### src/hw/rtl/sdtq_pkg.sv
// Shared types and constants of the sorted deadline timer queue.
`default_nettype none

package sdtq_pkg;

  localparam int unsigned SLOT_W = 6;
  localparam int unsigned IO_TIME_W = 32;

  typedef enum logic [1:0] {
    OP_ADD    = 2'd0,
    OP_ADJUST = 2'd1,
    OP_DELETE = 2'd2,
    OP_TICK   = 2'd3
  } op_e;

  typedef enum logic [1:0] {
    STS_OK      = 2'd0,
    STS_FULL    = 2'd1,
    STS_ABSENT  = 2'd2,
    STS_PRESENT = 2'd3
  } status_e;

  typedef enum logic [1:0] {
    ACT_HOLD   = 2'd0,
    ACT_INSERT = 2'd1,
    ACT_REMOVE = 2'd2,
    ACT_POP    = 2'd3
  } act_e;

  typedef enum logic [2:0] {
    ST_IDLE     = 3'd0,
    ST_LOOKUP   = 3'd1,
    ST_DECIDE   = 3'd2,
    ST_REINSERT = 3'd3,
    ST_TICK     = 3'd4
  } state_e;

  typedef struct packed {
    act_e              act;
    logic [SLOT_W-1:0] slot;
  } cell_cmd_t;

  typedef struct packed {
    logic              full;
    logic              head_exp;
    logic              next_exp;
    logic [SLOT_W-1:0] head_slot;
  } chain_sts_t;

endpackage

`default_nettype wire

### src/hw/rtl/sdtq_ctrl.sv
// Command sequencer and result register of the sorted timer queue.
`default_nettype none

module sdtq_ctrl
  import sdtq_pkg::*;
#(
  parameter int unsigned CAPACITY  = 64,
  parameter int unsigned TIME_BITS = 32
) (
  input  wire logic                 clk_i,
  input  wire logic                 rst_ni,
  input  wire logic                 start_i,
  output logic                      busy_o,
  input  wire logic [1:0]           opcode_i,
  input  wire logic [SLOT_W-1:0]    timer_slot_i,
  input  wire logic [IO_TIME_W-1:0] deadline_i,
  input  wire logic [IO_TIME_W-1:0] current_time_i,
  input  wire logic [CAPACITY-1:0]  match_i,
  input  wire chain_sts_t           sts_i,
  output cell_cmd_t                 cmd_o,
  output logic [TIME_BITS-1:0]      key_o,
  output logic [CAPACITY-1:0]       del_from_o,
  output logic                      result_valid_o,
  output logic [SLOT_W-1:0]         expired_slot_o,
  output logic                      expired_flag_o,
  output logic [1:0]                status_o,
  output logic                      last_o
);

  function automatic logic [CAPACITY-1:0] prefix_or(input logic [CAPACITY-1:0] v);
    logic [CAPACITY-1:0] p;
    p = v;
    for (int s = 1; s < CAPACITY; s = s * 2) begin
      p = p | (p << s);
    end
    return p;
  endfunction

  state_e               state_q, state_d;
  op_e                  op_q;
  logic [SLOT_W-1:0]    slot_q;
  logic [TIME_BITS-1:0] key_q;
  logic [CAPACITY-1:0]  match_q;
  logic [63:0]          dl_wide, now_wide;
  op_e                  op_in;
  logic                 hit;

  logic                 res_valid_q, res_valid_d;
  logic [SLOT_W-1:0]    res_slot_q, res_slot_d;
  logic                 res_flag_q, res_flag_d;
  status_e              res_status_q, res_status_d;
  logic                 res_last_q, res_last_d;

  assign op_in    = op_e'(opcode_i);
  assign dl_wide  = {{(64 - IO_TIME_W){1'b0}}, deadline_i};
  assign now_wide = {{(64 - IO_TIME_W){1'b0}}, current_time_i};
  assign hit      = |match_q;

  always_comb begin
    state_d      = state_q;
    cmd_o.act    = ACT_HOLD;
    cmd_o.slot   = slot_q;
    res_valid_d  = 1'b0;
    res_slot_d   = '0;
    res_flag_d   = 1'b0;
    res_status_d = STS_OK;
    res_last_d   = 1'b1;
    case (state_q)
      ST_IDLE: begin
        if (start_i) begin
          state_d = (op_in == OP_TICK) ? ST_TICK : ST_LOOKUP;
        end
      end
      ST_LOOKUP: begin
        state_d = ST_DECIDE;
      end
      ST_DECIDE: begin
        res_valid_d = 1'b1;
        state_d     = ST_IDLE;
        case (op_q)
          OP_ADD: begin
            if (hit) begin
              res_status_d = STS_PRESENT;
            end else if (sts_i.full) begin
              res_status_d = STS_FULL;
            end else begin
              cmd_o.act = ACT_INSERT;
            end
          end
          OP_ADJUST, OP_DELETE: begin
            if (!hit) begin
              res_status_d = STS_ABSENT;
            end else begin
              cmd_o.act = ACT_REMOVE;
              if (op_q == OP_ADJUST) begin
                res_valid_d = 1'b0;
                state_d     = ST_REINSERT;
              end
            end
          end
          default: begin
          end
        endcase
      end
      ST_REINSERT: begin
        cmd_o.act   = ACT_INSERT;
        res_valid_d = 1'b1;
        state_d     = ST_IDLE;
      end
      ST_TICK: begin
        res_valid_d = 1'b1;
        if (sts_i.head_exp) begin
          cmd_o.act  = ACT_POP;
          res_slot_d = sts_i.head_slot;
          res_flag_d = 1'b1;
          res_last_d = !sts_i.next_exp;
          if (!sts_i.next_exp) begin
            state_d = ST_IDLE;
          end
        end else begin
          state_d = ST_IDLE;
        end
      end
      default: begin
        state_d = ST_IDLE;
      end
    endcase
  end

  always_ff @(posedge clk_i or negedge rst_ni) begin
    if (!rst_ni) begin
      state_q     <= ST_IDLE;
      res_valid_q <= 1'b0;
    end else begin
      state_q     <= state_d;
      res_valid_q <= res_valid_d;
    end
  end

  always_ff @(posedge clk_i) begin
    if (state_q == ST_IDLE && start_i) begin
      op_q   <= op_in;
      slot_q <= timer_slot_i;
      key_q  <= (op_in == OP_TICK) ? now_wide[TIME_BITS-1:0] : dl_wide[TIME_BITS-1:0];
    end
    if (state_q == ST_LOOKUP) begin
      match_q <= match_i;
    end
    res_slot_q   <= res_slot_d;
    res_flag_q   <= res_flag_d;
    res_status_q <= res_status_d;
    res_last_q   <= res_last_d;
  end

  assign busy_o         = (state_q != ST_IDLE);
  assign key_o          = key_q;
  assign del_from_o     = prefix_or(match_q);
  assign result_valid_o = res_valid_q;
  assign expired_slot_o = res_slot_q;
  assign expired_flag_o = res_flag_q;
  assign status_o       = res_status_q;
  assign last_o         = res_last_q;

`ifndef SYNTHESIS
  a_beat_from_busy: assert property (@(posedge clk_i) disable iff (!rst_ni)
    result_valid_o |-> $past(busy_o))
    else $error("result beat without a command in flight");
  a_expiry_ok: assert property (@(posedge clk_i) disable iff (!rst_ni)
    result_valid_o && expired_flag_o |-> status_o == STS_OK)
    else $error("expiry beat with error status");
  a_more_busy: assert property (@(posedge clk_i) disable iff (!rst_ni)
    result_valid_o && !last_o |-> busy_o)
    else $error("non-final beat while idle");
`endif

endmodule

`default_nettype wire

### config.mk
export PLATFORM = sky130hd
export DESIGN_NAME = sdtq_ctrl
export DESIGN_NICKNAME = d
export VERILOG_FILES = /design/src/hw/rtl/sdtq_pkg.sv /design/src/hw/rtl/sdtq_ctrl.sv
export SDC_FILE = /design/constraint.sdc
export NUM_CORES = 1
export LEC_CHECK = 0
export ABC_AREA = 1
export BUFFER_PORTS_ARGS = -buffer_cell sky130_fd_sc_hd__buf_2
export CAP_MARGIN = 10
export CORE_UTILIZATION = 46
export CTS_CLUSTER_DIAMETER = 30
export DETAILED_ROUTE_END_ITERATION = 7
export GPL_TIMING_DRIVEN = 0
export PLACE_DENSITY = 0.8
export SLEW_MARGIN = 15
export SYNTH_ARGS = -nofsm -noshare
export SYNTH_HDL_FRONTEND = slang
export SYNTH_SLANG_ARGS = --single-unit
export TNS_END_PERCENT = 20
### constraint.sdc
create_clock -name clk_i -period 7.4 [get_ports clk_i]
set_input_delay 1.11 -clock clk_i [delete_from_list [all_inputs] [get_ports clk_i]]
set_output_delay 1.11 -clock clk_i [all_outputs]
set_load 0.05 [all_outputs]
# Yosys cells after proc, flatten, opt, wreduce, memory -nomap -nowiden
# Cells that the tools add are included.
# op_classes
n_div,0
n_addsub,0
shifts,0
eq_ne,9
mul,0
muxes,24
n_bitwise,6
reduce_logical,10
n_lt_le_gt_ge,0
# op_table
op,n
$or 64x64->64,6
$reduce_or 64->1,1
$mux 32,1
$mux 2,7
$mux 3,4
$pmux 3 s4,1
$pmux 2 s2,2
$mux 1,7
$eq 3x2->1 const B,2
$pmux 2 s3,1
$eq 2x2->1 const B,2
$reduce_and 2->1,2
$reduce_or 2->1,2
$eq 3x1->1 const B,1
$eq 3x3->1 const B,1
$logic_not 3->1,1
$ne 3x3->1 const B,1
$reduce_bool 3->1,1
$eq 2x1->1 const B,1
$logic_not 2->1,1
$ne 2x2->1 const B,1
$pmux 1 s2,1
$logic_and 1x1->1,1
$logic_not 1->1,1
# totals
memories,0
latch_bits,0
rom_bits,0
ramBits,0
elab_cells,59
inputBits,148
ff_bits,118
output_inout_bits,116

# Logic depth before layout (Yosys ltp)
# Gate-level depths: netlist of run 1.
# logic_depth
ltp_word,6
ltp_mapped,10
mapped_depth_nobuf,10

# Least setup slack after synthesis of run 1
# OpenSTA, ideal clock, no wires.
# synth_timing
kind,register -> register
startpoint,register state_q[1]
endpoint,register match_q[0] (enable)
path_buffers,0
stages_incl_launch_ff,2
synth_period_minus_slack_ns,5.422
path_slack_ns,1.978
required_ns,6.833
setup_time_ns,0.567
arrival_time_ns,4.855
path_cell_list,dfrtp_1 > nor3_1
# synth_via
elab_chain_len,1
# synth_lines
element,line_no,source
start: declaration,sdtq_ctrl.sv:39,"state_e state_q, state_d;"
start signal: assignment,sdtq_ctrl.sv:135,state_q <= state_d;
$eq 3x1->1,sdtq_ctrl.sv:146,if (state_q == ST_LOOKUP) begin
end signal: assignment,sdtq_ctrl.sv:147,match_q <= match_i;
end: declaration,sdtq_ctrl.sv:43,logic [CAPACITY-1:0] match_q;
# No other way between the ends.
# A chain may end at the register's enable or synchronous reset.

==> results.yml, run 1 <==
outcome:
  status: "completed"
critical_path:
  crit_path_start_kind: "flip-flop"
  crit_arrival_ns: 2.36
  reg2reg_slack_ns: 5.57
  crit_chain: "nor2_1, nand2_2, nor2_4, nand2_4, nor2_4, nand2_4, or2_4, o21bai_2, buf_2"
  crit_end: "cmd_o[6]"
  critical_path_required_ns: 6.29
  critical_path_peak_fanout: 7
  cp_num_buf_inv: 1
  end_kind: "primary output"
  slowest_delay_ns: 0.44
  reg2reg_depth: 4
  critPathKind: "reg -> out"
  cpMaxStageDelayCell: "edfxtp_1"
  crit_cells: 9
  cp_top_family: "simple AND/OR/NAND/NOR gates"
  timing.rr.end: "key_o[10]"
  crit_path_start: "match_q[4]"
  r2r-start: "state_q[2]"
global_routing:
  grt_util_all_layers: 0.248
  antenna_found_initial: 1
  grt_pass1_vias: 4464
  overflow: 0
  grt_max_degree: 25
  grt_pass1_wl_mm: 21.4
power_and_ir_drop:
  p_per_area_nw_per_um2: 330
  p_sw_frac: 0.349
  p_int_mw: 1.59
  p_seq_frac: 0.413
  fin_total_pwr_mw: 2.43
  p_sw_mw: 0.848
  clock_power_share: 0.330
  p_comb_frac: 0.257
  power.leakage_nw: 3.14
  vdd_ir_drop_max_v: 0.000264
logic_synthesis:
  synthAdderAreaFrac: 0.00719
  yosysSeqAreaShare: 0.656
  yosysWarnings: 0
  synthMostInstantiatedCell: "edfxtp_1"
  ys_types: 29
  synthesis.area_um2: 5220
  synth_commonest_cells: "104 x edfxtp_1, 83 x nor2_1, 63 x nand2_1, 55 x inv_1, 32 x mux2_2"
  syn-mean-instance-area_um2: 11.6
  synth-main-ff-cell: "edfxtp_1"
  mappedNetlistNets: 602
  yosysTopAreaCell: "edfxtp_1"
  yosysTopAreaCellShare: 0.598
  synth_edf_count: 104
  synth-simple-area-share: 0.213
  synth.area.top_cells: "edfxtp_1 60%, mux2_2 6.9%, nor2_1 6.0%"
  synthArstFlopShare: 0.0339
  synth_top_family_by_area: "simple AND/OR/NAND/NOR gates"
  synth_xor_xnor_area_share: 0
  syn-instance-count: 451
  synth_mux_area_frac: 0.0690
  ys_seq_elements: 118
  synth_compound_area_frac: 0.00839
clock_network:
  cts_max_level: 4
  hold_buffers: 0
  cts_buffer_depth: 2
  cts_root_buffer: "clkbuf_16"
  cts_tree: "yes"
  post-cts-setup-buffers: 0
  cts.sinks: 118
  clk_latency_ns: 0.42
  cts_made_buffers: 17
  clk_pin_slew_ns: 0.06
  cts_resized: 0
floorplanning:
  dieArea_um2: 11800
  io_pins: 264
  die_h_um: 109
  rows: 38
  core_um2: 10900
  die_w_um: 109
  start_util: 0.477
place:
  io_buffers: 263
  routabilityCongestion: 0.895
  dp_hpwl_mm: 11.2
  dp.cells: 861
cells_and_area:
  area.growth.synth_to_final_pct: 41.5
  drive_above_1_share: 0.494
  fin_cells: 894
  fin_util: 0.675
  nets: 891
sta:
  slew_violations: 0
  fin_skew_ns: 0.00801
  hold_viol: 0
  rsz0062_at_grt: "no"
  period_minus_slack_ns: 3.47
  whs_ns: 0.487
  max_slew_margin: 0.511
  finalSetupViolCount: 0
  tightest_slew_ns: 0.730
  finalSetupTns_ns: 0
  finalCritPeriodShare: 0.469
  max_freq_ghz: 0.288
routing:
  via_per_inst: 4.90
  first_pass_iters: 4
  totalWireLength_mm: 14.2
  ant_nets: 0
  drt_iter0_drc: 240
  num_vias: 4379
  avgRoutedWirePerCell_um: 15.9
  remaining_drc_errors: 0
flow_run:
  drv_cap: 0
min_path:
  hold_path_class: "in -> async"
## flip-flops by register name (all words and copies together) (netlist names)
name	flops
state_q	3
slot_q	6
result_valid_o	1
key_o	32
last_o	1
match_q	64
expired_slot_o	6
status_o	2
op_q	2
expired_flag_o	1
## layout by cell type (no fill, tap or decap), types with 2 or more instances in the layout
cell / instances
a21oi_1: 3
or2_2: 4
nor4_1: 5
clkbuf_16: 18
nand3_1: 28
inv_2: 2
nor2_2: 7
nand2_1: 63
edfxtp_1: 104
clkinv_2: 2
nand4_1: 5
nor2_4: 9
inv_1: 55
nor3_1: 11
nand3_2: 3
buf_4: 5
or2_4: 2
buf_2: 263
dfrtp_1: 4
mux2_2: 32
clkbuf_1: 3
buf_6: 3
inv_6: 3
ha_1: 3
inv_4: 6
o21ai_0: 2
dfxtp_1: 10
nor2_1: 82
nand2_4: 5
## worst min-delay path by stage
stage	start	endpoint	slack (ns)	depth (start not counted)
2_1_floorplan	state_q[2]	state_q[0]	0.55	3
3_3_place_gp	state_q[2]	state_q[0]	0.57	3
3_5_place_dp	state_q[2]	state_q[0]	0.61	3
4_1_cts	rst_ni	result_valid_o	0.47	1
5_1_grt	rst_ni	result_valid_o	0.47	1
6_report	rst_ni	result_valid_o	0.49	1
## worst register-to-register path, stage by stage, from the launching register on
cell and delay, ns:
dfrtp_1 0.40, nor3_1 0.29, inv_1 0.16, nor2_4 0.44, buf_16 0.24
## logic make-up after synthesis
family,Yosys count
muxes,32
AOI/OAI and AO/OA,7
DFF,118
buffers and inverters,62
adders and majority gates,3
and+or+nand+nor,229
## power by group through the flow
stage                     Sequential (mW)  Combinational (mW)  Clock (mW)
after floorplan                      1.20               0.246           0
after global placement               1.04               0.569           0
after detailed placement             1.02               0.625           0
after CTS                            1.01               0.629       0.814
after global routing                 1.02               0.670       0.837
final                                1.01               0.625       0.802
## stage by stage
step,cell area (um^2),setup WS (ns)
after global routing,7390,3.70
final,7390,3.93
after CTS,7380,3.93
after detailed placement,6810,4.39
after global placement,6710,0.287
after floorplan,5220,1.98
## metal layers
layer	vias to the layer above	global-route usage	routed length, um
li1	2121	-	-
met1	2038	0.253	5230
met2	192	0.450	7660
met3	28	0.0898	962
met4	0	0.112	340
met5	-	0	0
## cell type report
cell class / instances / area, um^2
fillers: 831 / 3550
flip-flops and latches: 118 / 3420
multi-input cells: 271 / 1570
repair buffers: 270 / 1400
clock buffers: 19 / 464
inverters: 57 / 214
well taps: 140 / 175
clock inverters: 13 / 113
plain buffers: 5 / 26.3
diodes: 1 / 2.50
(Power assumes the default switching activity.)
==> run 2, diff against run 1 <==
ABC_AREA = 0   (was 1)
CORE_UTILIZATION = 40   (was 46)
PLACE_DENSITY = 0.75   (was 0.8)
clock period = 3 ns   (was 7.4 ns; I/O delays follow)
==> results.yml, run 2 <==
clock_network:
  cts_made_buffers: 17
  clk_latency_ns: 0.40
  cts_root_buffer: "clkbuf_16"
  cts_tree: "yes"
  cts.sinks: 118
  cts_max_level: 4
  clk_pin_slew_ns: 0.05
  cts_buffer_depth: 2
critical_path:
  cp_num_buf_inv: 1
  critical_path_peak_fanout: 8
  slowest_delay_ns: 0.55
  critical_path_required_ns: 2.55
  r2r-start: "match_q[25]"
  cpMaxStageDelayCell: "or4b_4"
  end_kind: "primary output"
  crit_path_start_kind: "flip-flop"
  crit_arrival_ns: 2.78
  crit_path_start: "match_q[25]"
  cp_top_family: "simple AND/OR/NAND/NOR gates"
  crit_chain: "or3_4, or4b_4, nor4_4, nand2_2, or4_4, buf_6"
  critPathKind: "reg -> out"
routing:
  avgRoutedWirePerCell_um: 16.4
  num_vias: 3657
  ant_nets: 0
  via_per_inst: 4.87
  first_pass_iters: 5
  totalWireLength_mm: 12.4
  remaining_drc_errors: 0
  drt_iter0_drc: 152
cells_and_area:
  nets: 746
  n_fill_cell: 859
  regMostFlops: "match_q"
  largest_reg_flops: 64
  layout.cells.most_common: "buf_2"
  final_cell_mix: "242 x buf_2, 104 x edfxtp_1, 32 x mux2_2"
  drive_above_1_share: 0.632
  n_antenna_cell: 0
  multi_input_area_um2: 1310
  regArea_um2: 3420
  area.growth.synth_to_final_pct: 54.4
logic_synthesis:
  syn-mean-instance-area_um2: 15.9
  ys_types: 38
  ys_seq_elements: 118
  synth.area.top_cells: "edfxtp_1 67%, mux2_2 7.7%, dfxtp_1 4.3%"
  yosysWarnings: 0
  yosysTopAreaCellShare: 0.667
  syn-instance-count: 295
  synth_commonest_cells: "104 x edfxtp_1, 32 x mux2_2, 18 x or3_1, 16 x or2_2, 16 x or4_1"
  synthMostInstantiatedCell: "edfxtp_1"
  synthesis.area_um2: 4680
  mappedNetlistNets: 446
  synth-main-ff-cell: "edfxtp_1"
  synthArstFlopShare: 0.0339
  synth_edf_count: 104
  yosysTopAreaCell: "edfxtp_1"
  yosysSeqAreaShare: 0.731
sta:
  finalSetupViolCount: 27
  tightest_slew_ns: 0.954
  timing.final.ws_setup_ns: -0.231
  whs_ns: 0.218
  finalCritPeriodShare: 1.08
  slew_violations: 0
  period_minus_slack_ns: 3.23
  max_slew_margin: 0.359
  fin_skew_ns: 0.00842
  max_freq_ghz: 0.310
  rsz0062_at_grt: "yes"
  hold_viol: 0
global_routing:
  grt_pass1_wl_mm: 16.9
  grt_max_degree: 41
  grt_pass1_vias: 3527
  antenna_found_initial: 0
  overflow: 0
  grt_util_all_layers: 0.194
place:
  io_buffers: 263
  dpl_worst_slack_ns: -0.189
  routabilityCongestion: 0.765
  dp_hpwl_mm: 8.96
floorplanning:
  start_util: 0.410
  io_pins: 264
  rows: 39
  die_h_um: 110
  core_um2: 11400
  die_w_um: 110
  dieArea_um2: 12100
outcome:
  status: "finished, violations left"
  violations: "setup timing"
power_and_ir_drop:
  vdd_ir_drop_max_v: 0.000569
  p_per_area_nw_per_um2: 731
  power.leakage_nw: 2.93
min_path:
  hold_path_class: "in -> reg"
  min_from: "match_i[19]"
flow_run:
  drv_cap: 0
run 2: layout make-up:
cell class              count  share of cell area
multi-input cells         160               0.181
clock buffers              18              0.0593
flip-flops and latches    118               0.473
well taps                 143              0.0247
plain buffers               8             0.00744
repair buffers            281               0.225
inverters                   9             0.00467
clock inverters            14              0.0254
run 2: where the power goes:
part / internal (mW) / switching [mW] / leakage [nW] / total, mW
Clock: 1.38 / 0.701 / 0.295 / 2.08
Combinational: 0.277 / 0.686 / 1.53 / 0.962
Sequential: 2.12 / 0.121 / 1.10 / 2.24
Total: 3.78 / 1.51 / 2.93 / 5.29
run 2: per-layer routing:
layer / up-vias / wire, um / track usage
li1: 1741 / - / -
met5: - / 0 / 0
met1: 1705 / 4270 / 0.178
met2: 200 / 6600 / 0.366
met4: 0 / 144 / 0.0630
met3: 11 / 1340 / 0.0999
run 2: final timing paths:
| kind | to | slack (ns) | depth (start not counted) |
|---|---|---|---|
| worst min register to register | result_valid_o | 0.73 | 2 |
| worst max register to register | status_o[0] | 0.57 | 8 |
| worst min-delay path | match_q[19] | 0.22 | 1 |
| min in group asynchronous | state_q[2] | 0.38 | 2 |
| max in group asynchronous | result_valid_o | 2.50 | 2 |
| worst max-delay path | del_from_o[59] | -0.23 | 6 |
run 2: logic make-up (layout without fill, tap and decap cells):
logic type / count (synthesis) / count (layout) / synth area share
buffers and inverters: 17 / 330 / 0.0155
AOI/OAI and AO/OA: 11 / 11 / 0.0166
DFF: 118 / 118 / 0.731
muxes: 33 / 33 / 0.0791
adders and majority gates: 3 / 3 / 0.00801
and+or+nand+nor: 113 / 113 / 0.150
run 2: per-stage QoR:
step	cells	area, um^2	util	TNS, ns	total power [mW]
floorplan	295	4700	-	-2.60	2.88
global placement	701	6190	0.542	-14.72	3.14
detailed placement	704	6240	0.546	-0.853	3.19
CTS	749	7160	0.627	-3.37	5.31
global route	751	7230	0.633	-6.07	5.48
finish	751	7230	0.633	-2.57	5.29
run 2: repair_timing:
| action | in CTS | in global routing |
|---|---|---|
| pin swaps | 8 | 4 |
| buffers inserted | 12 | 2 |
| setup endpoints to repair | 48 | 40 |
| hold buffers | 1 | 0 |
| gates resized for setup | 55 | 14 |
| hold endpoints to repair | 4 | 0 |
| gates cloned | 0 | 0 |
