`config.mk`:
```
export PLATFORM = sky130hd
export DESIGN_NAME = sdtq_cell
export DESIGN_NICKNAME = d
export VERILOG_FILES = /design/src/hw/rtl/sdtq_pkg.sv /design/src/hw/rtl/sdtq_cell.sv
export SDC_FILE = /design/constraint.sdc
export NUM_CORES = 1
export LEC_CHECK = 0
export BUFFER_PORTS_ARGS = -buffer_cell sky130_fd_sc_hd__clkbuf_2
export CAP_MARGIN = 20
export CORE_MARGIN = 2
export CORE_UTILIZATION = 48
export DETAILED_ROUTE_END_ITERATION = 10
export GPL_TIMING_DRIVEN = 0
export HOLD_SLACK_MARGIN = 0.12
export PLACE_DENSITY_LB_ADDON = 0.1
export SYNTH_ARGS = -nofsm -noshare
export SYNTH_HDL_FRONTEND = slang
export SYNTH_SLANG_ARGS = --single-unit
```
`constraint.sdc`:
```
create_clock -name clk_i -period 8.45 [get_ports clk_i]
set_clock_uncertainty 0.2 [all_clocks]
set_input_delay 0.4225 -clock clk_i [delete_from_list [all_inputs] [get_ports clk_i]]
set_output_delay 0.4225 -clock clk_i [all_outputs]
set_load 0.005 [all_outputs]
```
`src/hw/rtl/sdtq_pkg.sv`:
```
// Shared types and constants of the sorted deadline timer queue.
`default_nettype none

package sdtq_pkg;

  localparam int unsigned SLOT_W = 6;
  localparam int unsigned IO_TIME_W = 32;

  typedef enum logic [1:0] {
    OP_ADD    = 2'd0,
    OP_ADJUST = 2'd1,
    OP_DELETE = 2'd2,
    OP_TICK   = 2'd3
  } op_e;

  typedef enum logic [1:0] {
    STS_OK      = 2'd0,
    STS_FULL    = 2'd1,
    STS_ABSENT  = 2'd2,
    STS_PRESENT = 2'd3
  } status_e;

  typedef enum logic [1:0] {
    ACT_HOLD   = 2'd0,
    ACT_INSERT = 2'd1,
    ACT_REMOVE = 2'd2,
    ACT_POP    = 2'd3
  } act_e;

  typedef enum logic [2:0] {
    ST_IDLE     = 3'd0,
    ST_LOOKUP   = 3'd1,
    ST_DECIDE   = 3'd2,
    ST_REINSERT = 3'd3,
    ST_TICK     = 3'd4
  } state_e;

  typedef struct packed {
    act_e              act;
    logic [SLOT_W-1:0] slot;
  } cell_cmd_t;

  typedef struct packed {
    logic              full;
    logic              head_exp;
    logic              next_exp;
    logic [SLOT_W-1:0] head_slot;
  } chain_sts_t;

endpackage

`default_nettype wire

```
`src/hw/rtl/sdtq_cell.sv`:
```
// One cell of the sorted timer chain: slot id, deadline and occupancy.
`default_nettype none

module sdtq_cell
  import sdtq_pkg::*;
#(
  parameter int unsigned TIME_BITS = 32
) (
  input  wire logic                 clk_i,
  input  wire logic                 rst_ni,
  input  wire cell_cmd_t            cmd_i,
  input  wire logic [TIME_BITS-1:0] key_i,
  input  wire logic                 del_from_i,
  input  wire logic [SLOT_W-1:0]    left_slot_i,
  input  wire logic [TIME_BITS-1:0] left_dl_i,
  input  wire logic                 left_occ_i,
  input  wire logic                 left_gt_i,
  input  wire logic [SLOT_W-1:0]    right_slot_i,
  input  wire logic [TIME_BITS-1:0] right_dl_i,
  input  wire logic                 right_occ_i,
  output logic [SLOT_W-1:0]         slot_o,
  output logic [TIME_BITS-1:0]      dl_o,
  output logic                      occ_o,
  output logic                      gt_o,
  output logic                      match_o
);

  logic [SLOT_W-1:0]    slot_q, slot_d;
  logic [TIME_BITS-1:0] dl_q, dl_d;
  logic                 occ_q, occ_d;
  logic                 gt;

  assign gt = !occ_q || (dl_q > key_i);

  always_comb begin
    slot_d = slot_q;
    dl_d   = dl_q;
    occ_d  = occ_q;
    case (cmd_i.act)
      ACT_INSERT: begin
        if (gt) begin
          if (!left_gt_i) begin
            slot_d = cmd_i.slot;
            dl_d   = key_i;
            occ_d  = 1'b1;
          end else begin
            slot_d = left_slot_i;
            dl_d   = left_dl_i;
            occ_d  = left_occ_i;
          end
        end
      end
      ACT_REMOVE: begin
        if (del_from_i) begin
          slot_d = right_slot_i;
          dl_d   = right_dl_i;
          occ_d  = right_occ_i;
        end
      end
      ACT_POP: begin
        slot_d = right_slot_i;
        dl_d   = right_dl_i;
        occ_d  = right_occ_i;
      end
      default: begin
      end
    endcase
  end

  always_ff @(posedge clk_i or negedge rst_ni) begin
    if (!rst_ni) begin
      occ_q <= 1'b0;
    end else begin
      occ_q <= occ_d;
    end
  end

  always_ff @(posedge clk_i) begin
    slot_q <= slot_d;
    dl_q   <= dl_d;
  end

  assign slot_o  = slot_q;
  assign dl_o    = dl_q;
  assign occ_o   = occ_q;
  assign gt_o    = gt;
  assign match_o = occ_q && (slot_q == cmd_i.slot);

endmodule

`default_nettype wire

```
======== Word-level counts from Yosys, hierarchy flattened ========
Index checks and enable logic that the tools add are counted.
storage, ports and cells
  register bits after elaboration ......... 39
  bits of input ports ..................... 122
  word-level logic and storage cells ...... 27
cells by class
  $lt $le $gt $ge ......................... 1
  eq/ne operators ......................... 6
  multiplexer cells ....................... 12
  reductions and logical operators ........ 5
operators with widths
  cell                count
  $mux 32             3
  $pmux 32 s3         1
  $gt 32x32->1        1
  $mux 6              3
  $pmux 6 s3          1
  $eq 6x6->1          1
  $eq 2x2->1 const B  2
  $ne 2x2->1 const B  2
  $mux 1              3
  $pmux 1 s3          1
  $reduce_and 3->1    1
  $reduce_bool 3->1   1
  $eq 2x1->1 const B  1
  $logic_and 1x1->1   1
  $logic_not 1->1     1
  $logic_or 1x1->1    1

======== Depth between registers and ports, before layout ========
Gate-level depths: netlist (run 1).
  depth after elaboration ................. 4
  gate-level depth with buffers ........... 8
  mapped depth without buffers ............ 8

======== Worst setup path after synthesis (run 1) ========
Ideal clock, no wire load.
  path kind ............................... input -> register
  from .................................... input key_i[13]
  to ...................................... register dl_q[0], in the netlist dl_o[0], enable pin
  arrival time ............................ 2.440 ns
  required time ........................... 7.854 ns
  path slack .............................. 5.414 ns
  stages on the path ...................... 8
  cells stage by stage .................... inv_1 ha_1 nand4_2 nor4_2 a21bo_1 nand4_2 o2111ai_1 nand2_1
on the way
  cells in the longest elaborated chain, start to end .. 4
ends and longest elaborated chain
  item                               RTL line         text
  start, declared                    sdtq_cell.sv:12  input wire logic [TIME_BITS-1:0] key_i,
  $gt 32x32->1                       sdtq_cell.sv:33  assign gt = !occ_q || (dl_q > key_i);
  $logic_or 1x1->1                   sdtq_cell.sv:33
  $ne 2x2->1 (no source line)        n/a
  $reduce_and 3->1 (no source line)  n/a
  end signal, assigned               sdtq_cell.sv:80  dl_q <= dl_d;
  end, declared                      sdtq_cell.sv:29  logic [TIME_BITS-1:0] dl_q, dl_d;
No other way between the ends.
A chain may end at the register's enable or synchronous reset.

======== Final worst setup path (run 1) ========
  from .................................... register dl_q[13], in the netlist dl_o[13]
  to ...................................... register dl_q[27], in the netlist dl_o[27], enable pin
on the way
  cells in the longest elaborated chain, start to end .. 4
ends and longest elaborated chain
  item                               RTL line
  $gt 32x32->1                       sdtq_cell.sv:33
  $logic_or 1x1->1                   sdtq_cell.sv:33
  $ne 2x2->1 (no source line)        n/a
  $reduce_and 3->1 (no source line)  n/a
No other way between the ends.

==> results.ini, run 1 <==
[hold_path]
hold_class = input port to flip-flop

[setup_path]
crit_chain = ha_1 -> nand4_2 -> nor4_2 -> a21bo_1 -> nand4_2 -> o2111ai_1 -> nand2_2
cp_max_fo = 38
start_kind = flip-flop
cp-end-kind = flip-flop
slowest_stage = nand2_2
crit_buf_inv = 0
arrival_ns = 2.77
crit_family = simple AND/OR/NAND/NOR gates
max_stage_delay_ns = 0.71
crit_top_cell = nand4_2
crit_type = flip-flop to flip-flop
required_ns = 8.16

[synthesis]
synth-edff-count = 38
synthDistinctLibCells = 34
ys_top_cells_by_area = edfxtp_1 (39%), ha_1 (14%), mux2i_1 (13%)
synth_area_per_cell_um2 = 9.53
synth_top_cell_by_area = edfxtp_1
syn_area_um2 = 2930
syn_nets = 461
synth_simple_gate_area_share_pct = 11.9
synthXorXnorAreaFrac_pct = 1.80
ys_ff_latch = 39
synth_top_cell_area_share_pct = 39.0
synth-compound-area-share_pct = 13.6
ys_warn_count = 0
synth-async-reset-ratio_pct = 2.56
yosysSeqAreaShare_pct = 39.9
syn_inst = 307
synth-main-ff-cell = edfxtp_1
synthAdderAreaFrac_pct = 13.7
synth_mux_area_share_pct = 13.0
synth_top_family_by_area = adder cells

[power_and_ir_drop]
ir_worst_vdd_v = 0.000100
power.density_nw_per_um2 = 154
swShare_pct = 32.3
internal-power_uw = 409
seqPwrFrac_pct = 45.9
p_leak_nw = 2.07
p_sw_uw = 195
p_clk_share_pct = 20.5
combPwrFrac_pct = 33.6
power_uw = 604

[sta]
final_hold_viol_count = 0
finalMaxSlewViolations = 0
setup_viol = 0
final.setup.worst_slack_ns = 5.39
tns_ns = 0
finalCritPeriodShare_pct = 36.2
whs_ns = 0.206
rsz0062_at_grt = no
tightest_slew_ns = 0.937
relSlewSlack_pct = 37.3
min_period_ns = 3.06
fmax_mhz = 327

[cells_and_area]
final_common_cell = clkbuf_2
syn_to_final_growth_pct = 34.1
final_cell_count_no_fill = 553
drive_above_1_share_pct = 37.2
antenna_cells = 0
final_area_um2 = 3920
final_util_pct = 66.3
nets = 631
most-common-layout-cells = clkbuf_2 (162), nand2_1 (48), mux2i_1 (38), edfxtp_1 (38), inv_1 (34)

[global_route]
grt-ovfl-total = 0
antenna_found_initial = 0
grt_usage_pct = 23.4
grt_max_degree = 39
grt_pass1_vias = 2579
grt_pass1_wl_um = 12000

[placement]
dp_hpwl_um = 6330
post_dp_cell_area_um2 = 3830
dp_cells = 544
place_congestion = 0.776
pre_cts_slack_ns = 5.23
portBuffers = 162

[floorplanning]
fp-row-count = 28
fp.coreArea_um2 = 5920
die_y_um = 82.1
die_w_um = 82.1
num_io_pins = 163
initial_core_util_pct = 49.4
die-area_um2 = 6730

[clocking]
clockRootBuffer = clkbuf_8
numCtsBuffers = 5
worstSkewPairLatency_ns = 0.29
cts_setup_buffers = 0
cts.htree.levels = 2
cts.sinks = 39
clockBufferDepth = 2
cts_tree = yes
postCtsResizedCells = 0
clk_pin_slew_worst_paths_ns = 0.08

[job]
drv_cap = 0

[routing]
drtPass1Iterations = 4
avgRoutedWirePerCell_um = 14.2
drtIter0Drc = 65
vias = 2808
drc = 0
drtAntennaViolNets = 0
wirelength_um = 7850
drt-vias-per-instance = 5.08

[run_status]
outcome = completed

==> worst min-delay path: stages <==
cell,delay [ns]
clkbuf_2,0.07
nand2_1,0.04
o21ai_0,0.05
==> path summary, 6_finish.rpt <==
| kind | depth (start not counted) | start | to | slack [ns] |
|---|---|---|---|---|
| max in group asynchronous | 2 | rst_ni | occ_o | 7.71 |
| hold / removal | 3 | right_dl_i[5] | dl_o[5] | 0.21 |
| setup / recovery | 7 | dl_o[13] | dl_o[27] | 5.39 |
| min in group asynchronous | 2 | rst_ni | occ_o | 0.25 |
| hold reg to reg | 3 | occ_o | occ_o | 0.61 |
| setup reg to reg | 7 | dl_o[13] | dl_o[27] | 5.39 |
==> kinds of logic (layout without fill, tap and decap cells) <==
family / after synthesis / count (layout)
compound gates: 73 / 73
xor+xnor: 6 / 6
fa+ha+maj: 32 / 32
simple gates: 73 / 73
buf+inv: 46 / 217
flops: 39 / 39
mux: 38 / 38
==> layout make-up <==
cell class,instances,area (um2)
inverters,34,128
multi-input cells,222,1580
well taps,75,93.8
repair buffers,163,821
plain buffers,12,50.0
flip-flops and latches,39,1170
clock inverters,1,5.00
clock buffers,7,76.3
fillers,514,2000
==> power groups by stage <==
stage / logic [mW] / registers, mW / clock network, mW
2_1_floorplan: 0.107 / 0.280 / 0
6_report: 0.203 / 0.277 / 0.124
4_1_cts: 0.204 / 0.277 / 0.127
5_1_grt: 0.232 / 0.281 / 0.134
3_3_place_gp: 0.197 / 0.281 / 0
3_5_place_dp: 0.203 / 0.281 / 0
==> cell usage after synthesis, types with 2 or more instances <==
| library cell | n |
|---|---|
| o21ai_0 | 23 |
| nor4_1 | 2 |
| nand4_1 | 6 |
| edfxtp_1 | 38 |
| xor2_1 | 3 |
| nand2_1 | 49 |
| a21oi_1 | 16 |
| o21ai_1 | 24 |
| xnor2_1 | 3 |
| mux2i_1 | 38 |
| ha_1 | 32 |
| o2111ai_1 | 2 |
| nor3_1 | 2 |
| buf_2 | 4 |
| clkbuf_1 | 8 |
| nor2_1 | 5 |
| nand4_2 | 2 |
| inv_1 | 34 |
==> state kept, by name, summed over array words and instances, names as in the netlist <==
name,flops
slot_o,6
dl_o,32
occ_o,1
==> routing by layer <==
| layer | vias up | global-route usage (%) | share of wire, % |
|---|---|---|---|
| met5 | - | 0 | 0 |
| met4 | 0 | 5.67 | 1.3 |
| met3 | 11 | 5.82 | 7.6 |
| met2 | 109 | 40.7 | 48 |
| met1 | 1241 | 29.0 | 44 |
| li1 | 1447 | - | - |
==> timing repair <==
action                                  CTS  global route
endpoints found under the setup margin    0             0
hold endpoints to repair                  1             0
hold buffers                              1             0
Power figures use the tool's default switching activity.
==> run 2, diff against run 1 <==
--- a/config.mk
+++ b/config.mk
@@ -5,10 +5,11 @@
 export SDC_FILE = /design/constraint.sdc
 export NUM_CORES = 1
 export LEC_CHECK = 0
+export ABC_AREA = 1
 export BUFFER_PORTS_ARGS = -buffer_cell sky130_fd_sc_hd__clkbuf_2
 export CAP_MARGIN = 20
 export CORE_MARGIN = 2
-export CORE_UTILIZATION = 48
+export CORE_UTILIZATION = 45
 export DETAILED_ROUTE_END_ITERATION = 10
 export GPL_TIMING_DRIVEN = 0
 export HOLD_SLACK_MARGIN = 0.12
==> constraint.sdc (replaced) <==
create_clock -name clk_i -period 3.2 [get_ports clk_i]
set_clock_uncertainty 0.2 [all_clocks]
set_input_delay 0.16 -clock clk_i [delete_from_list [all_inputs] [get_ports clk_i]]
set_output_delay 0.16 -clock clk_i [all_outputs]
set_load 0.005 [all_outputs]
==> run 2 against run 1 <==
  * First-iteration DRC count rose to 2.5 times the previous value
  * Via count up 23%
  * Non-clock buffer count up 84
  * Worst setup slack worse by 5.0 ns
  * Highest routed layer unchanged
  * Worst hold slack better by 0.14 ns
  * Combinational power rose to 2.7 times the previous value
  * Routed wire length up 16%
  * Utilization up 8.4 points
  * Critical path type is now input port to flip-flop
  * Sequential share of layout area down 5.0 points
==> results.ini, run 2 <==
[run_status]
outcome = completed

[sta]
tightest_slew_ns = 0.858
finalCritPeriodShare_pct = 88.5
min_period_ns = 2.83
fmax_mhz = 353
tns_ns = 0
relSlewSlack_pct = 42.7
setup_viol = 0
final_hold_viol_count = 0
finalMaxSlewViolations = 0
rsz0062_at_grt = no

[power_and_ir_drop]
seqPwrFrac_pct = 43.8
p_leak_nw = 2.41
swShare_pct = 30.4
power.density_nw_per_um2 = 326
p_clk_share_pct = 21.1
p_sw_uw = 468
combPwrFrac_pct = 35.1
internal-power_mw = 1.07
ir_worst_vdd_v = 0.000211

[setup_path]
crit_top_cell = nand2_1
startpoint = key_i[31]
slowest_stage = inv_2
arrival_ns = 2.55
required_ns = 2.92
regToRegEndpoint = dl_o[12]
endpoint = dl_o[12]
start_kind = input port
ff2ff_setup_slack_ns = 0.47
crit_type = input port to flip-flop
cp-end-kind = flip-flop
cp_max_fo = 38
rr_worst_depth = 11
max_stage_delay_ns = 0.62
regToRegStartpoint = dl_o[23]
crit_chain = dlygate4sd3_1 -> clkbuf_2 -> inv_1 -> ha_1 -> nand2_1 -> nor2_2 -> nand2_1 -> nor2_2 -> nand2_1 -> nand2_1 -> nand2_2 -> nand3_2 -> nand2_2 -> inv_2

[routing]
met2_length_um = 4560
met1Wirelength_um = 3740
wirelength_um = 9130
top_layer = met4
drtPass1Iterations = 4
avgRoutedWirePerCell_um = 13.0
drtAntennaViolNets = 0
wl_met3_um = 695
drtIter0Drc = 163
drc = 0
vias = 3445
drt-vias-per-instance = 4.90

[clocking]
cts_tree = yes
cts.htree.levels = 2
clockBufferDepth = 2
postCtsResizedCells = 0
cts.sinks = 39
numCtsBuffers = 5
clk_pin_slew_worst_paths_ns = 0.08
worstSkewPairLatency_ns = 0.29
clockRootBuffer = clkbuf_8

[placement]
dp_hpwl_um = 6210
place_congestion = 0.795
portBuffers = 162

[cells_and_area]
largest_reg_flops = 32
syn_to_final_growth_pct = 61.6
antenna_cells = 0
fill_cells = 519
most-common-layout-cells = clkbuf_2 (162), a21oi_1 (90), nand2_1 (82)
final_util_pct = 74.7
nets = 779
drive_above_1_share_pct = 29.6
final_common_cell = clkbuf_2

[floorplanning]
die-area_um2 = 7140
die_y_um = 84.5
fp-row-count = 29
die_w_um = 84.5
fp.coreArea_um2 = 6310
initial_core_util_pct = 46.2
num_io_pins = 163

[synthesis]
ys_ff_latch = 39
ys_warn_count = 0
synth_area_per_cell_um2 = 7.78
synth_top_cell_area_share_pct = 39.1
synth-async-reset-ratio_pct = 2.56
synth-main-ff-cell = edfxtp_1
yosysSeqAreaShare_pct = 40.0
synthDistinctLibCells = 25
synth-edff-count = 38
synth_top_cell_by_area = edfxtp_1
synth_most_common_cell = a21oi_1
syn_inst = 375
synth_commonest_cells = a21oi_1 (90), nand2_1 (82), nor2_1 (47)
ys_top_cells_by_area = edfxtp_1 (39%), a21oi_1 (15%), ha_1 (14%)
syn_area_um2 = 2920
syn_nets = 529

[global_route]
grt_pass1_wl_um = 14600
grt_usage_pct = 25.0
antenna_found_initial = 0
grt_pass1_vias = 3355
grt_max_degree = 39
grt-ovfl-total = 0

[job]
drv_cap = 0

[hold_path]
hold_class = input port to flip-flop

-- run 2: cell count changes after synthesis, moves of 3 or more --
cell	delta
a21oi_1	+74
nor2_1	+42
mux2i_1	-38
nand2_1	+33
o21ai_1	-23
o21ai_0	-21
inv_1	+8
buf_2	+3
nand4_1	-3
nor2_2	+3
-- run 2: logic make-up (layout without fill, tap and decap cells) --
logic type / Yosys count / after routing / share of synthesized area [%]
xor+xnor: 4 / 4 / 1.20
simple gates: 143 / 143 / 19.8
flops: 39 / 39 / 40.0
buf+inv: 60 / 311 / 8.36
compound gates: 97 / 97 / 17.0
fa+ha+maj: 32 / 32 / 13.7
-- run 2: how the worst min path moves through the flow --
| stage | cells after the start | slack (ns) | to | from |
|---|---|---|---|---|
| final | 7 | 0.35 | occ_o | cmd_i[7] |
| after global routing | 7 | 0.41 | occ_o | cmd_i[7] |
| after CTS | 7 | 0.34 | occ_o | cmd_i[7] |
| after detailed placement | 1 | -0.26 | occ_o | rst_ni |
| after global placement | 1 | -0.26 | occ_o | rst_ni |
| after floorplan | 0 | -0.34 | occ_o | rst_ni |
-- run 2: final cells by class --
type	instances	area [um2]	share of cell area (%)
Buffer	16	78.8	1.67
Clock buffer	6	72.6	1.54
Clock inverter	2	7.51	0.159
Inverter	44	165	3.50
Multi-Input combinational cell	276	1510	32.0
Sequential cell	39	1170	24.7
Tap cell	77	96.3	2.04
Timing Repair Buffer	243	1620	34.4
-- run 2: what timing repair did --
action	CTS	global route
hold buffers	81	0
buffers inserted	0	0
hold endpoints to repair	40	0
-- run 2: metal layers --
metal	GRT usage, %	up-vias
li1	-	1748
met1	30.4	1550
met2	44.2	133
met3	5.60	14
met4	7.07	0
met5	0	-
-- run 2: metrics by stage --
step	hold WS, ns	instance area, um2	std cells	setup slack, ns	total power [mW]
floorplan	-0.336	2920	375	0.519	0.914
global placement	-0.264	3820	614	-0.0283	1.11
detailed placement	-0.263	3820	614	0.468	1.12
CTS	0.341	4720	703	0.346	1.54
global route	0.412	4720	703	0.180	1.64
finish	0.350	4720	703	0.368	1.54
-- run 2: critical path: cells and delay by family --
kind | cells | cell delay, ns
buffers and inverters | 4 | 1.32
and+or+nand+nor | 9 | 0.76
adders and majority gates | 1 | 0.28
-- run 2: power groups by stage --
stage	clock network (mW)	registers (mW)	logic, mW
2_1_floorplan	0	0.686	0.229
3_3_place_gp	0	0.684	0.424
3_5_place_dp	0	0.686	0.434
4_1_cts	0.331	0.675	0.537
5_1_grt	0.348	0.682	0.605
6_report	0.324	0.674	0.540
==> run 3, diff against run 2 <==
--- a/config.mk
+++ b/config.mk
@@ -13,7 +13,7 @@
 export DETAILED_ROUTE_END_ITERATION = 10
 export GPL_TIMING_DRIVEN = 0
 export HOLD_SLACK_MARGIN = 0.12
-export PLACE_DENSITY_LB_ADDON = 0.1
+export PLACE_DENSITY = 0.81
 export SYNTH_ARGS = -nofsm -noshare
 export SYNTH_HDL_FRONTEND = slang
 export SYNTH_SLANG_ARGS = --single-unit
==> run 3 against run 2 <==
  * Clock power grew 1%
  * Combinational power grew 4.4%
  * Critical path depth grew 4
  * Register-to-register slack lost 0.28 ns
  * Via count grew 3.7%
  * Sequential share of layout area shrank 0.20 points
  * Routed wire length grew 16%
  * Utilization grew 0.61 points
  * Critical endpoint is now occ_o
  * Largest power group unchanged
==> results.ini, run 3 (synthesized netlist as in run 2, its figures left out) <==
[cells_and_area]
final_util_pct = 75.3
antenna_cells = 0
nets = 780
final_common_cell = clkbuf_2
syn_to_final_growth_pct = 63.0
largest_reg_flops = 32
multi_input_area_um2 = 1540
regArea_um2 = 1170
fill_cells = 487
drive_above_1_share_pct = 30.0
most-common-layout-cells = clkbuf_2 (162), a21oi_1 (89), nand2_1 (82), dlygate4sd3_1 (82), nor2_1 (47)

[sta]
tns_ns = 0
tightest_slew_ns = 0.862
relSlewSlack_pct = 42.4
setup_viol = 0
finalCritPeriodShare_pct = 94.3
final.setup.worst_slack_ns = 0.183
final_hold_viol_count = 0
rsz0062_at_grt = no
fmax_mhz = 331
finalMaxSlewViolations = 0
min_period_ns = 3.02

[routing]
drt-vias-per-instance = 5.08
drtAntennaViolNets = 0
drtPass1Iterations = 4
met2_length_um = 5590
wirelength_um = 10600
drtIter0Drc = 242
avgRoutedWirePerCell_um = 15.0
wl_met3_um = 717
vias = 3574
met1Wirelength_um = 3920
drc = 0
top_layer = met4

[clocking]
cts.sinks = 39
numCtsBuffers = 5
clockBufferDepth = 2
cts.htree.levels = 2
worstSkewPairLatency_ns = 0.29
cts_tree = yes
clockRootBuffer = clkbuf_8
cts_setup_buffers = 0
clk_pin_slew_worst_paths_ns = 0.07

[setup_path]
slowest_stage = dlygate4sd3_1
crit_buf_inv = 5
start_kind = input port
crit_chain = dlygate4sd3_1 -> clkbuf_2 -> inv_1 -> ha_4 -> nand2_1 -> nand2_1 -> nand2_1 -> nand2_1 -> nand2_1 -> a21oi_1 -> nor2_1 -> nand2_1 -> nand2_2 -> nand3_2 -> nand3_1 -> dlygate4sd3_1 -> nand2_1 -> dlygate4sd3_1
crit_family = buffers and inverters
crit_top_cell = nand2_1
arrival_ns = 2.98
crit_type = input port to flip-flop
cp-end-kind = flip-flop
max_stage_delay_ns = 0.55
cp_max_fo = 2
required_ns = 3.16

[floorplanning]
num_io_pins = 163
die_y_um = 84.5
die_w_um = 84.5
initial_core_util_pct = 46.2
fp-row-count = 29
die-area_um2 = 7140
fp.coreArea_um2 = 6310

[global_route]
grt_pass1_wl_um = 16900
grt_max_degree = 39
grt_usage_pct = 29.4
grt_pass1_vias = 3813
grt-ovfl-total = 0
antenna_found_initial = 0

[power_and_ir_drop]
ir_worst_vdd_v = 0.000226
power_mw = 1.57
power.density_nw_per_um2 = 330
p_leak_nw = 2.42

[run_status]
outcome = completed

[placement]
pre_cts_slack_ns = 0.481
dp_hpwl_um = 6360
portBuffers = 162
place_congestion = 0.807

[hold_path]
hold_class = input port to output port

[job]
drv_cap = 0

## run 3: cell count changes in the layout (fill, tap and decap cells not counted), sizes merged
cell,before,now
dlygate4sd3,81,82
## run 3: what timing repair did
item	4_1_cts	5_1_grt
endpoints found under the setup margin	0	1
hold buffers	82	0
endpoints found under the hold margin	40	0
gates resized for setup	0	4
## run 3: report_power, final
group	switching [mW]	total (mW)	internal [mW]	leakage, nW
combinational	0.271	0.564	0.292	2.00
clock	0.179	0.328	0.149	0.0403
sequential	0.0393	0.678	0.638	0.383
## run 3: layout make-up
cell class / instances / share of cell area, %
buffer: 16 / 1.66
clock buffer: 6 / 1.53
clock inverter: 2 / 0.158
inverter: 44 / 3.47
multi-input combinational: 276 / 32.3
sequential: 39 / 24.5
tap: 77 / 2.03
timing repair buffer: 244 / 34.3
## run 3: metrics by stage
stage | hold WS (ns) | area (um2) | instances
after detailed placement | -0.264 | 3820 | 614
after floorplan | -0.336 | 2920 | 375
after global routing | 0.551 | 4750 | 704
after global placement | -0.264 | 3820 | 614
after CTS | 0.511 | 4730 | 704
final | 0.516 | 4750 | 704
## run 3: worst paths after layout
| path | depth (start not counted) | startpoint | endpoint | slack [ns] |
|---|---|---|---|---|
| setup / recovery | 18 | key_i[17] | occ_o | 0.18 |
| hold / removal | 5 | cmd_i[0] | match_o | 0.52 |
| setup reg to reg | 14 | dl_o[7] | occ_o | 0.19 |
| hold reg to reg | 3 | occ_o | occ_o | 0.93 |
| max in group asynchronous | 3 | rst_ni | occ_o | 2.17 |
| min in group asynchronous | 3 | rst_ni | occ_o | 0.53 |
## run 3: routing by layer
layer  up-vias  GRT usage (%)
met5         -              0
met4         0           13.0
met3        32           4.92
met2       180           54.7
met1      1613           32.5
li1       1749              -
## run 3: worst register-to-register path: stages, from the launching register on
cell	delay [ns]
edfxtp_1	0.39
ha_1	0.31
a21o_1	0.18
nor2_1	0.11
nand2_1	0.08
nand2_1	0.06
nand2_1	0.05
nand2_1	0.06
nand2_1	0.06
nand2_2	0.09
nand3_2	0.08
nand3_1	0.07
dlygate4sd3_1	0.54
nand2_1	0.05
dlygate4sd3_1	0.55
